### src/sv/hsv2rgb_pkg.sv
// ----------------------------------------------------------------------------
// hsv2rgb_pkg
// Shared widths, divider constants, sextant codes and stage records for the
// hsv to rgb converter pipeline.
// ----------------------------------------------------------------------------
package hsv2rgb_pkg;

   localparam int COLOR_BITS = 8;
   localparam int HUE_BITS   = 9;
   localparam int REM_BITS   = 6;
   localparam int SEXT_BITS  = 3;
   localparam int SEXTANT    = 60;
   localparam int HUE_WRAP   = 360;

   localparam logic [COLOR_BITS-1:0] FULL_SCALE = '1;

   // saturation times remainder, and full scale times sextant width
   localparam int SR_BITS   = COLOR_BITS + REM_BITS;
   // numerators before the divide by full scale (a) and by full scale * 60 (b, c)
   localparam int NUMA_BITS = 2 * COLOR_BITS;
   localparam int NUMB_BITS = 2 * COLOR_BITS + REM_BITS;

   localparam longint unsigned DEN_A = (64'd1 << COLOR_BITS) - 64'd1;
   localparam longint unsigned DEN_B = DEN_A * SEXTANT;

   // reciprocals, under-estimating the quotient by at most one
   localparam int MA_BITS = NUMA_BITS - COLOR_BITS + 1;
   localparam int MB_BITS = NUMB_BITS - COLOR_BITS - 4;
   localparam longint unsigned RECIP_A = (64'd1 << NUMA_BITS) / DEN_A;
   localparam longint unsigned RECIP_B = (64'd1 << NUMB_BITS) / DEN_B;

   localparam logic [SR_BITS-1:0] DEN_B_SR = SR_BITS'(DEN_B);

   typedef enum logic [SEXT_BITS-1:0] {
      SEXT_RED_YELLOW,
      SEXT_YELLOW_GREEN,
      SEXT_GREEN_CYAN,
      SEXT_CYAN_BLUE,
      SEXT_BLUE_MAGENTA,
      SEXT_MAGENTA_RED
   } sextant_type;

   typedef struct packed {
      logic                  gray;
      logic                  black;
      sextant_type           sextant;
      logic [REM_BITS-1:0]   rem;
      logic [COLOR_BITS-1:0] sat;
      logic [COLOR_BITS-1:0] bright;
   } dec_type;

   typedef struct packed {
      logic                  gray;
      logic                  black;
      sextant_type           sextant;
      logic [COLOR_BITS-1:0] bright;
      logic [COLOR_BITS-1:0] inv_sat;
      logic [SR_BITS-1:0]    sat_rem;
      logic [SR_BITS-1:0]    sat_crem;
   } prod_type;

   typedef struct packed {
      logic                  gray;
      logic                  black;
      sextant_type           sextant;
      logic [COLOR_BITS-1:0] bright;
      logic [NUMA_BITS-1:0]  num_a;
      logic [NUMB_BITS-1:0]  num_b;
      logic [NUMB_BITS-1:0]  num_c;
   } num_type;

   typedef struct packed {
      logic                  gray;
      logic                  black;
      sextant_type           sextant;
      logic [COLOR_BITS-1:0] bright;
      logic [NUMA_BITS-1:0]  num_a;
      logic [NUMB_BITS-1:0]  num_b;
      logic [NUMB_BITS-1:0]  num_c;
      logic [COLOR_BITS-1:0] est_a;
      logic [COLOR_BITS-1:0] est_b;
      logic [COLOR_BITS-1:0] est_c;
   } est_type;

endpackage

### src/sv/hsv2rgb_decode.sv
// ----------------------------------------------------------------------------
// hsv2rgb_decode
// First stage: gray and out-of-range tests, hue wrap, split of the hue into
// sextant and remainder.
// ----------------------------------------------------------------------------
module hsv2rgb_decode (
   input  logic                                clock,
   input  logic                                reset,
   input  logic                                in_valid,
   output logic                                in_stall,
   input  logic [hsv2rgb_pkg::HUE_BITS-1:0]    in_hue,
   input  logic [hsv2rgb_pkg::COLOR_BITS-1:0]  in_sat,
   input  logic [hsv2rgb_pkg::COLOR_BITS-1:0]  in_bright,
   output logic                                out_valid,
   input  logic                                out_stall,
   output hsv2rgb_pkg::dec_type                out_data
);
   import hsv2rgb_pkg::*;

   logic                valid_ff;
   logic                valid_in;
   dec_type             data_ff;
   dec_type             data_in;
   logic [HUE_BITS-1:0] hue_w;
   logic [HUE_BITS-1:0] base;

   always_comb begin
      hue_w = (in_hue == HUE_BITS'(HUE_WRAP)) ? '0 : in_hue;
      if (hue_w >= HUE_BITS'(5 * SEXTANT)) begin
         data_in.sextant = SEXT_MAGENTA_RED;
         base = HUE_BITS'(5 * SEXTANT);
      end else if (hue_w >= HUE_BITS'(4 * SEXTANT)) begin
         data_in.sextant = SEXT_BLUE_MAGENTA;
         base = HUE_BITS'(4 * SEXTANT);
      end else if (hue_w >= HUE_BITS'(3 * SEXTANT)) begin
         data_in.sextant = SEXT_CYAN_BLUE;
         base = HUE_BITS'(3 * SEXTANT);
      end else if (hue_w >= HUE_BITS'(2 * SEXTANT)) begin
         data_in.sextant = SEXT_GREEN_CYAN;
         base = HUE_BITS'(2 * SEXTANT);
      end else if (hue_w >= HUE_BITS'(SEXTANT)) begin
         data_in.sextant = SEXT_YELLOW_GREEN;
         base = HUE_BITS'(SEXTANT);
      end else begin
         data_in.sextant = SEXT_RED_YELLOW;
         base = '0;
      end
      data_in.rem    = REM_BITS'(hue_w - base);
      data_in.gray   = (in_sat == '0);
      data_in.black  = (hue_w > HUE_BITS'(HUE_WRAP));
      data_in.sat    = in_sat;
      data_in.bright = in_bright;
   end

   assign in_stall  = valid_ff && out_stall;
   assign valid_in  = in_stall ? valid_ff : in_valid;
   assign out_valid = valid_ff;
   assign out_data  = data_ff;

   always_ff @(posedge clock) begin
      if (reset) begin
         valid_ff <= 1'b0;
      end else begin
         valid_ff <= valid_in;
      end
   end

   always_ff @(posedge clock) begin
      if (!in_stall && in_valid) begin
         data_ff <= data_in;
      end
   end

endmodule

### src/sv/hsv2rgb_scale.sv
// ----------------------------------------------------------------------------
// hsv2rgb_scale
// Two stages: saturation products, then the brightness-weighted numerators
// of the three levels.
// ----------------------------------------------------------------------------
module hsv2rgb_scale (
   input  logic                 clock,
   input  logic                 reset,
   input  logic                 in_valid,
   output logic                 in_stall,
   input  hsv2rgb_pkg::dec_type in_data,
   output logic                 out_valid,
   input  logic                 out_stall,
   output hsv2rgb_pkg::num_type out_data
);
   import hsv2rgb_pkg::*;

   logic                prod_valid_ff;
   logic                prod_valid_in;
   prod_type            prod_ff;
   prod_type            prod_in;
   logic                prod_stall;
   logic                num_valid_ff;
   logic                num_valid_in;
   num_type             num_ff;
   num_type             num_in;
   logic                num_stall;
   logic [REM_BITS-1:0] crem;

   // stage one: s*r, s*(60-r), full scale minus s
   always_comb begin
      crem             = REM_BITS'(SEXTANT) - in_data.rem;
      prod_in.gray     = in_data.gray;
      prod_in.black    = in_data.black;
      prod_in.sextant  = in_data.sextant;
      prod_in.bright   = in_data.bright;
      prod_in.inv_sat  = FULL_SCALE - in_data.sat;
      prod_in.sat_rem  = SR_BITS'(in_data.sat) * SR_BITS'(in_data.rem);
      prod_in.sat_crem = SR_BITS'(in_data.sat) * SR_BITS'(crem);
   end

   // stage two: numerators
   always_comb begin
      num_in.gray    = prod_ff.gray;
      num_in.black   = prod_ff.black;
      num_in.sextant = prod_ff.sextant;
      num_in.bright  = prod_ff.bright;
      num_in.num_a   = NUMA_BITS'(prod_ff.bright) * NUMA_BITS'(prod_ff.inv_sat);
      num_in.num_b   = NUMB_BITS'(prod_ff.bright) * NUMB_BITS'(DEN_B_SR - prod_ff.sat_rem);
      num_in.num_c   = NUMB_BITS'(prod_ff.bright) * NUMB_BITS'(DEN_B_SR - prod_ff.sat_crem);
   end

   assign num_stall     = num_valid_ff && out_stall;
   assign prod_stall    = prod_valid_ff && num_stall;
   assign in_stall      = prod_stall;
   assign prod_valid_in = prod_stall ? prod_valid_ff : in_valid;
   assign num_valid_in  = num_stall ? num_valid_ff : prod_valid_ff;
   assign out_valid     = num_valid_ff;
   assign out_data      = num_ff;

   always_ff @(posedge clock) begin
      if (reset) begin
         prod_valid_ff <= 1'b0;
         num_valid_ff  <= 1'b0;
      end else begin
         prod_valid_ff <= prod_valid_in;
         num_valid_ff  <= num_valid_in;
      end
   end

   always_ff @(posedge clock) begin
      if (!prod_stall && in_valid) begin
         prod_ff <= prod_in;
      end
      if (!num_stall && prod_valid_ff) begin
         num_ff <= num_in;
      end
   end

endmodule

### src/sv/hsv2rgb_divide.sv
// ----------------------------------------------------------------------------
// hsv2rgb_divide
// Two stages: reciprocal quotient estimates, then one correction step, the
// sextant channel selection and the output register.
// ----------------------------------------------------------------------------
module hsv2rgb_divide (
   input  logic                               clock,
   input  logic                               reset,
   input  logic                               in_valid,
   output logic                               in_stall,
   input  hsv2rgb_pkg::num_type               in_data,
   output logic                               out_valid,
   input  logic                               out_stall,
   output logic [hsv2rgb_pkg::COLOR_BITS-1:0] out_red,
   output logic [hsv2rgb_pkg::COLOR_BITS-1:0] out_green,
   output logic [hsv2rgb_pkg::COLOR_BITS-1:0] out_blue
);
   import hsv2rgb_pkg::*;

   localparam int PA_BITS = NUMA_BITS + MA_BITS;
   localparam int PB_BITS = NUMB_BITS + MB_BITS;

   logic                  est_valid_ff;
   logic                  est_valid_in;
   est_type               est_ff;
   est_type               est_in;
   logic                  est_stall;
   logic                  rgb_valid_ff;
   logic                  rgb_valid_in;
   logic [COLOR_BITS-1:0] red_ff;
   logic [COLOR_BITS-1:0] red_in;
   logic [COLOR_BITS-1:0] green_ff;
   logic [COLOR_BITS-1:0] green_in;
   logic [COLOR_BITS-1:0] blue_ff;
   logic [COLOR_BITS-1:0] blue_in;
   logic                  rgb_stall;
   logic [PA_BITS-1:0]    prod_a;
   logic [PB_BITS-1:0]    prod_b;
   logic [PB_BITS-1:0]    prod_c;
   logic [NUMA_BITS-1:0]  rem_a;
   logic [NUMB_BITS-1:0]  rem_b;
   logic [NUMB_BITS-1:0]  rem_c;
   logic [COLOR_BITS-1:0] lvl_a;
   logic [COLOR_BITS-1:0] lvl_b;
   logic [COLOR_BITS-1:0] lvl_c;
   logic [COLOR_BITS-1:0] v;

   // quotient estimate, low by at most one
   always_comb begin
      prod_a         = PA_BITS'(in_data.num_a) * PA_BITS'(RECIP_A);
      prod_b         = PB_BITS'(in_data.num_b) * PB_BITS'(RECIP_B);
      prod_c         = PB_BITS'(in_data.num_c) * PB_BITS'(RECIP_B);
      est_in.gray    = in_data.gray;
      est_in.black   = in_data.black;
      est_in.sextant = in_data.sextant;
      est_in.bright  = in_data.bright;
      est_in.num_a   = in_data.num_a;
      est_in.num_b   = in_data.num_b;
      est_in.num_c   = in_data.num_c;
      est_in.est_a   = prod_a[NUMA_BITS +: COLOR_BITS];
      est_in.est_b   = prod_b[NUMB_BITS +: COLOR_BITS];
      est_in.est_c   = prod_c[NUMB_BITS +: COLOR_BITS];
   end

   // correction and channel routing
   always_comb begin
      rem_a = est_ff.num_a - NUMA_BITS'(est_ff.est_a) * NUMA_BITS'(DEN_A);
      rem_b = est_ff.num_b - NUMB_BITS'(est_ff.est_b) * NUMB_BITS'(DEN_B);
      rem_c = est_ff.num_c - NUMB_BITS'(est_ff.est_c) * NUMB_BITS'(DEN_B);
      lvl_a = est_ff.est_a + COLOR_BITS'(rem_a >= NUMA_BITS'(DEN_A));
      lvl_b = est_ff.est_b + COLOR_BITS'(rem_b >= NUMB_BITS'(DEN_B));
      lvl_c = est_ff.est_c + COLOR_BITS'(rem_c >= NUMB_BITS'(DEN_B));
      v     = est_ff.bright;
      if (est_ff.gray) begin
         red_in   = v;
         green_in = v;
         blue_in  = v;
      end else if (est_ff.black) begin
         red_in   = '0;
         green_in = '0;
         blue_in  = '0;
      end else begin
         case (est_ff.sextant)
            SEXT_RED_YELLOW: begin
               red_in = v;     green_in = lvl_c; blue_in = lvl_a;
            end
            SEXT_YELLOW_GREEN: begin
               red_in = lvl_b; green_in = v;     blue_in = lvl_a;
            end
            SEXT_GREEN_CYAN: begin
               red_in = lvl_a; green_in = v;     blue_in = lvl_c;
            end
            SEXT_CYAN_BLUE: begin
               red_in = lvl_a; green_in = lvl_b; blue_in = v;
            end
            SEXT_BLUE_MAGENTA: begin
               red_in = lvl_c; green_in = lvl_a; blue_in = v;
            end
            default: begin
               red_in = v;     green_in = lvl_a; blue_in = lvl_b;
            end
         endcase
      end
   end

   assign rgb_stall    = rgb_valid_ff && out_stall;
   assign est_stall    = est_valid_ff && rgb_stall;
   assign in_stall     = est_stall;
   assign est_valid_in = est_stall ? est_valid_ff : in_valid;
   assign rgb_valid_in = rgb_stall ? rgb_valid_ff : est_valid_ff;
   assign out_valid    = rgb_valid_ff;
   assign out_red      = red_ff;
   assign out_green    = green_ff;
   assign out_blue     = blue_ff;

   always_ff @(posedge clock) begin
      if (reset) begin
         est_valid_ff <= 1'b0;
         rgb_valid_ff <= 1'b0;
      end else begin
         est_valid_ff <= est_valid_in;
         rgb_valid_ff <= rgb_valid_in;
      end
   end

   always_ff @(posedge clock) begin
      if (!est_stall && in_valid) begin
         est_ff <= est_in;
      end
      if (!rgb_stall && est_valid_ff) begin
         red_ff   <= red_in;
         green_ff <= green_in;
         blue_ff  <= blue_in;
      end
   end

endmodule

### src/sv/hsv_to_rgb_converter_core.sv
// throughput: one request per cycle, held back only by rsp_stall
// five register stages: decode, saturation products, numerators,
// reciprocal estimate, correction with output register
// reset clears the stage valid bits only, no data is cleared
// ----------------------------------------------------------------------------
// hsv_to_rgb_converter_core
// Converts hue in degrees, saturation and brightness into red, green and
// blue levels through a stallable five-stage pipeline.
// ----------------------------------------------------------------------------
module hsv_to_rgb_converter_core (
   input  logic                               clock,
   input  logic                               reset,
   input  logic                               req_valid,
   output logic                               req_stall,
   input  logic [hsv2rgb_pkg::HUE_BITS-1:0]   req_hue,
   input  logic [hsv2rgb_pkg::COLOR_BITS-1:0] req_saturation,
   input  logic [hsv2rgb_pkg::COLOR_BITS-1:0] req_brightness,
   output logic                               rsp_valid,
   input  logic                               rsp_stall,
   output logic [hsv2rgb_pkg::COLOR_BITS-1:0] rsp_red,
   output logic [hsv2rgb_pkg::COLOR_BITS-1:0] rsp_green,
   output logic [hsv2rgb_pkg::COLOR_BITS-1:0] rsp_blue
);
   import hsv2rgb_pkg::*;

   logic    dec_valid;
   logic    dec_stall;
   dec_type dec_data;
   logic    num_valid;
   logic    num_stall;
   num_type num_data;

   hsv2rgb_decode u_decode (
      .clock     (clock),
      .reset     (reset),
      .in_valid  (req_valid),
      .in_stall  (req_stall),
      .in_hue    (req_hue),
      .in_sat    (req_saturation),
      .in_bright (req_brightness),
      .out_valid (dec_valid),
      .out_stall (dec_stall),
      .out_data  (dec_data)
   );

   hsv2rgb_scale u_scale (
      .clock     (clock),
      .reset     (reset),
      .in_valid  (dec_valid),
      .in_stall  (dec_stall),
      .in_data   (dec_data),
      .out_valid (num_valid),
      .out_stall (num_stall),
      .out_data  (num_data)
   );

   hsv2rgb_divide u_divide (
      .clock     (clock),
      .reset     (reset),
      .in_valid  (num_valid),
      .in_stall  (num_stall),
      .in_data   (num_data),
      .out_valid (rsp_valid),
      .out_stall (rsp_stall),
      .out_red   (rsp_red),
      .out_green (rsp_green),
      .out_blue  (rsp_blue)
   );

endmodule

### config.mk
export PLATFORM = sky130hd
export DESIGN_NAME = hsv_to_rgb_converter_core
export DESIGN_NICKNAME = d
export VERILOG_FILES = /design/src/sv/hsv2rgb_pkg.sv /design/src/sv/hsv2rgb_decode.sv /design/src/sv/hsv2rgb_scale.sv /design/src/sv/hsv2rgb_divide.sv /design/src/sv/hsv_to_rgb_converter_core.sv
export SDC_FILE = /design/constraint.sdc
export NUM_CORES = 2
export LEC_CHECK = 0
export ABC_AREA = 1
export ABC_CLOCK_PERIOD_IN_PS = 12200
export BUFFER_PORTS_ARGS = -buffer_cell sky130_fd_sc_hd__buf_2
export CAP_MARGIN = 15
export CORE_ASPECT_RATIO = 1.4
export CORE_MARGIN = 8
export CORE_UTILIZATION = 45
export DETAILED_ROUTE_END_ITERATION = 10
export PLACE_DENSITY = 0.68
export SYNTH_ARGS = -nofsm -noshare
export SYNTH_HDL_FRONTEND = slang
export SYNTH_HIERARCHICAL = 1
export SYNTH_SLANG_ARGS = --single-unit
### constraint.sdc
create_clock -name clock -period 12.2 [get_ports clock]
set_input_delay 0.61 -clock clock [delete_from_list [all_inputs] [get_ports clock]]
set_output_delay 0.61 -clock clock [all_outputs]
set_load 0.01 [all_outputs]
# == Word-level counts from Yosys, hierarchy flattened ==
# Index checks and enable logic that the tools add are counted.
# totals
inputBits,29
ff_bits,275
# classes
n_mul,11
n_addsub,11
reduce_logical,22
mux,19
order_cmp,9
eq_ne,5
# ops
operator,count
one-hot mux 8 bit (3 select lines),3
"multiplier 22 x 8 -> 29 bit, second input constant",2
2-to-1 mux 8 bit,6
">= comparator 22 x 14 -> 1 bit, second input constant",2
multiplier 8 x 22 -> 22 bit,2
subtractor 22 bit,2
"multiplier 8 x 12 -> 20 bit, second input constant",2
2-to-1 mux 6 bit,5
"subtractor 14 x 14 -> 15 bit, first input constant",2
multiplier 8 x 6 -> 14 bit,2
adder 8 x 1 -> 8 bit,3
"multiplier 16 x 9 -> 24 bit, second input constant",1
">= comparator 9 x 8 -> 1 bit, second input constant",2
">= comparator 16 x 8 -> 1 bit, second input constant",1
multiplier 8 x 8 -> 16 bit,1
"multiplier 8 x 8 -> 16 bit, second input constant",1
subtractor 16 bit,1
logical AND 1 bit,10
OR reduction 2 bit,5
"== test 9 bit, second input constant",1
">= comparator 9 x 6 -> 1 bit, second input constant",1
">= comparator 9 x 7 -> 1 bit, second input constant",1
">= comparator 9 bit, second input constant",1
"> comparator 9 bit, second input constant",1
12 further kinds,19

# == Longest topological paths before layout ==
# logic_depth
word_depth,9
ltp_mapped,36

# == Modules after synthesis ==
# Netlist, hierarchy kept.
# by_module_without_submodules
mod,cells_per_inst,area_per_inst_um2,instances
hsv2rgb_scale,2180,18048.6,1
hsv2rgb_divide,2208,17840.9,1
hsv2rgb_decode,110,1282.5,1

# == Least setup slack after synthesis ==
# Ideal clock, no wire load.
# synth_path
path_kind,register -> register
start,register u_divide/est_ff[13] (netlist name)
end,register u_divide.red_ff[6] (netlist: u_divide/out_red[6]) (data pin)
synth_period_minus_slack_ns,6.442
stages_incl_launch_ff,35
n_path_buf,0
setup_ns,0.259
slack_ns,5.758
arrival_time_ns,6.183
t_required_ns,11.941
cell_sequence,edfxtp_1 fa_1 inv_1 fa_1 inv_1 fa_1 fa_1 ha_1 nand2_1 nor4_1 nor2_1 o21ai_0 a31oi_1 xor2_1 ha_1 nand2_1 nor2_1 inv_1 nor2_1 nand4_1 nand3_1 o21ai_0 inv_1 nand2_1 nor2_1 nand3_1 ha_1 ha_1 nand4_1 xor2_1 inv_1 nand2_1 o2111ai_1 o211ai_1 nand2_1
# synth_via
elab_chain_cells,7
# synth_lines
element,line,text
from (decl),hsv2rgb_divide.sv:25,est_type est_ff;
from (signal assigned),hsv2rgb_divide.sv:128,est_ff <= est_in;
multiplier 8 x 12 -> 20 bit,hsv2rgb_divide.sv:68,rem_b = est_ff.num_b - NUMB_BITS'(est_ff.est_b) * NUMB_BITS'(DEN_B);
subtractor 22 bit,hsv2rgb_divide.sv:68,
>= comparator 22 x 14 -> 1 bit,hsv2rgb_divide.sv:71,lvl_b = est_ff.est_b + COLOR_BITS'(rem_b >= NUMB_BITS'(DEN_B));
adder 8 x 1 -> 8 bit *,hsv2rgb_divide.sv:71,
one-hot mux 8 bit (3 select lines) *,hsv2rgb_divide.sv:83,case (est_ff.sextant)
2-to-1 mux 8 bit *,hsv2rgb_divide.sv:78,end else if (est_ff.black) begin
2-to-1 mux 8 bit *,hsv2rgb_divide.sv:74,if (est_ff.gray) begin
named net u_divide.red_in[6],hsv2rgb_divide.sv:31,logic [COLOR_BITS-1:0] red_in;
to (signal assigned),hsv2rgb_divide.sv:131,red_ff <= red_in;
to (decl),hsv2rgb_divide.sv:30,logic [COLOR_BITS-1:0] red_ff;
# The timed path passes the listed nets; every way through them passes the cells marked *.
# A chain may end at the register's enable or synchronous reset.

# == Worst setup path in the final report ==
# Same ends and word-level chain as after synthesis.

==> results.tsv <==
stage	metric	value	unit
drt	wirelength	85.0	mm
timing	maxSlewViolCount	0	
final_layout	antenna_cells	0	
final_layout	layout.nets	5464	
worst_hold_path	hold_class	input port to register	
clock_tree	cts_htree_levels	1	
final_layout	final_area	39600	um2
global_routing	gr-total-overflow	0	
timing	setup_viol	0	
timing	max_freq	138	MHz
synth	syn_area	37200	um2
synth	yosys.cell_count.top_type	inv_1	
critical_path	cp_slowest_cell	fa_1	
timing	hold_violations	0	
final_layout	area_growth	6.43	%
critical_path	worstSetupStartpointType	register	
floorplanning	dieArea	92200	um2
placed_design	detailed_place_hpwl	72.3	mm
timing	relSlewSlack	34.4	%
drt	drt_iter0_drc	1547	
floorplanning	dieWidth	259	um
drt	drc	0	
critical_path	cp_top_family	adder cells	
synth	synthFlopType	edfxtp_1	
synth	synth_area_leaders	edfxtp_1, fa_1, ha_1, inv_1, nand2_1	
clock_tree	holdBufCountCts	0	
synth	async_reset_ff_share	0	%
floorplanning	die_y	356	um
synth	synth_edf_count	264	
final_layout	seq_area	8030	um2
timing	rsz0062_at_grt	no	
flow_run	maxCapViolCount	0	
placed_design	numPortBuffers	54	
synth	ys_types	60	
clock_tree	cts_tree	built	
critical_path	critical-path-max-stage-delay	0.69	ns
drt	vias_per_cell	5.10	
global_routing	track_usage	18.6	%
drt	wire_per_inst	15.1	um
critical_path	required	12.53	ns
critical_path	worstPathMaxFanout	8	
timing	tightest_slew	0.983	ns
clock_tree	cts_buffers	29	
global_routing	grt_pass1_wl	143	mm
placed_design	postPlaceCellArea	38600	um2
final_layout	fillers	7754	
placed_design	pre_cts_ws	4.95	ns
synth	synth.avg_cell_area	8.26	um2
placed_design	dp_cells	5569	
clock_tree	numClockSinks	269	
global_routing	antenna_found_initial	0	
clock_tree	cts_setup_buffers	0	
critical_path	arrival	7.59	ns
synth	yosys-top-cells-count	inv_1, nand2_1, ha_1, fa_1, nor2_1	
synth	synth_seq_cells	269	
drt	ant_nets	0	
synth	synth_top_area_cell	edfxtp_1	
final_layout	multiInputGateArea	24700	um2
final_layout	stdcell_count	5623	
global_routing	first_global_vias	30189	
floorplanning	start_util	45.5	%
floorplanning	num_rows	124	
drt	dr.pass1.iters	6	
clock_tree	clkTransAtPathRegs	0.06	ns
floorplanning	core-area	81800	um2
timing	period_share	59.5	%
synth	synthCells	4498	
floorplanning	io_pins	55	
clock_tree	cts-root-buf	clkbuf_16	
timing	fin_skew	0.0296	ns
clock_tree	cts_resized	0	
synth	yosysWarnings	6	
timing	period_minus_slack	7.26	ns
clock_tree	ctsLongestPathBuffers	3	
synth	syn-num-nets	5433	
critical_path	crit_buf_inv	5	
timing	finalSetupTns	0	ns
global_routing	grt_max_degree	73	
status	outcome	complete, no violations	
placed_design	place_congestion	0.925	
timing	finalWorstSetupSlack	4.94	ns
synth	seq_area_frac_synth	21.6	%
synth	yosysTopAreaCellShare	21.3	%
drt	dr_total_vias	28694	
critical_path	cp-end-kind	register	
final_layout	drive_gt1_share	4.00	%
critical_path	critPathKind	register to register	
clock_tree	clock_latency	0.58	ns
## cell type report
class / instances / area share (%)
Multi-Input combinational cell: 3056 / 62.5
Sequential cell: 269 / 20.3
Inverter: 1108 / 10.5
Tap cell: 1071 / 3.39
Clock buffer: 41 / 2.02
Timing Repair Buffer: 65 / 0.892
Clock inverter: 13 / 0.348
## final timing paths
check,cells after the start,end,from,slack (ns)
worst max-delay path,34,u_divide/out_red[6],u_divide/est_ff[13],4.94
worst min-delay path,1,u_decode/out_data[4],req_brightness[4],0.21
worst max register to register,34,u_divide/out_red[6],u_divide/est_ff[13],4.94
worst min register to register,0,u_scale/num_in[63],u_decode/out_data[3],0.41
## cells by family after synthesis
logic type	count (synthesis)	synth area share [%]
flops	269	21.6
buf+inv	1173	11.9
xor+xnor	148	3.56
simple gates	1544	17.4
fa+ha+maj	906	38.5
compound gates	458	7.07
## cells in the final DEF (no fill, tap or decap), types with 6 or more instances in the layout
| cell type | Yosys | final |
|---|---|---|
| o21bai_1 | 27 | 27 |
| nand3_1 | 172 | 172 |
| nor2_1 | 317 | 316 |
| o211ai_1 | 12 | 12 |
| o21ai_1 | 10 | 10 |
| nand2_2 | 12 | 12 |
| buf_2 | 4 | 54 |
| clkbuf_16 | 0 | 29 |
| edfxtp_1 | 264 | 264 |
| clkbuf_1 | 50 | 9 |
| a211oi_1 | 13 | 13 |
| nand3_2 | 6 | 6 |
| or2_2 | 11 | 11 |
| buf_4 | 3 | 11 |
| o21ai_2 | 6 | 6 |
| a21oi_1 | 199 | 197 |
| nor4_1 | 7 | 7 |
| nor3_1 | 27 | 27 |
| o21ai_0 | 125 | 125 |
| a21o_1 | 11 | 11 |
| inv_1 | 1090 | 1088 |
| and2_1 | 8 | 8 |
| fa_1 | 395 | 395 |
| inv_2 | 15 | 16 |
| xnor2_1 | 42 | 42 |
| nand3b_1 | 16 | 16 |
| o31ai_1 | 6 | 6 |
| nand4_1 | 56 | 56 |
| ha_1 | 511 | 511 |
| nand2_1 | 893 | 893 |
| a31oi_1 | 17 | 17 |
| xor2_1 | 104 | 104 |
## flip-flops by register name, summed over array words and instances (netlist names), 8 cells and up
signal / count
u_decode/out_data: 27
u_divide/est_ff: 85
u_divide/out_red: 8
u_scale/num_in: 13
u_scale/out_data: 72
u_divide/out_green: 8
u_scale/prod_ff: 35
u_divide/out_blue: 8
u_divide/v: 8
## layer usage
layer / vias up / track usage [%] / wire length [um]
li1: 14159 / - / -
met1: 13653 / 20.7 / 33900
met2: 677 / 35.6 / 44200
met3: 205 / 1.44 / 3020
met4: 0 / 7.94 / 3930
met5: - / 0 / 0
## stage by stage
step                utilization (%)  hold WS (ns)
floorplan                         -         0.400
global placement               47.2         0.401
detailed placement             47.2         0.405
CTS                            48.4         0.173
global route                   48.4         0.186
finish                         48.4         0.208
Power is not shown: default switching activity piles up to over one toggle a cycle in this logic, so the estimate is an artifact.
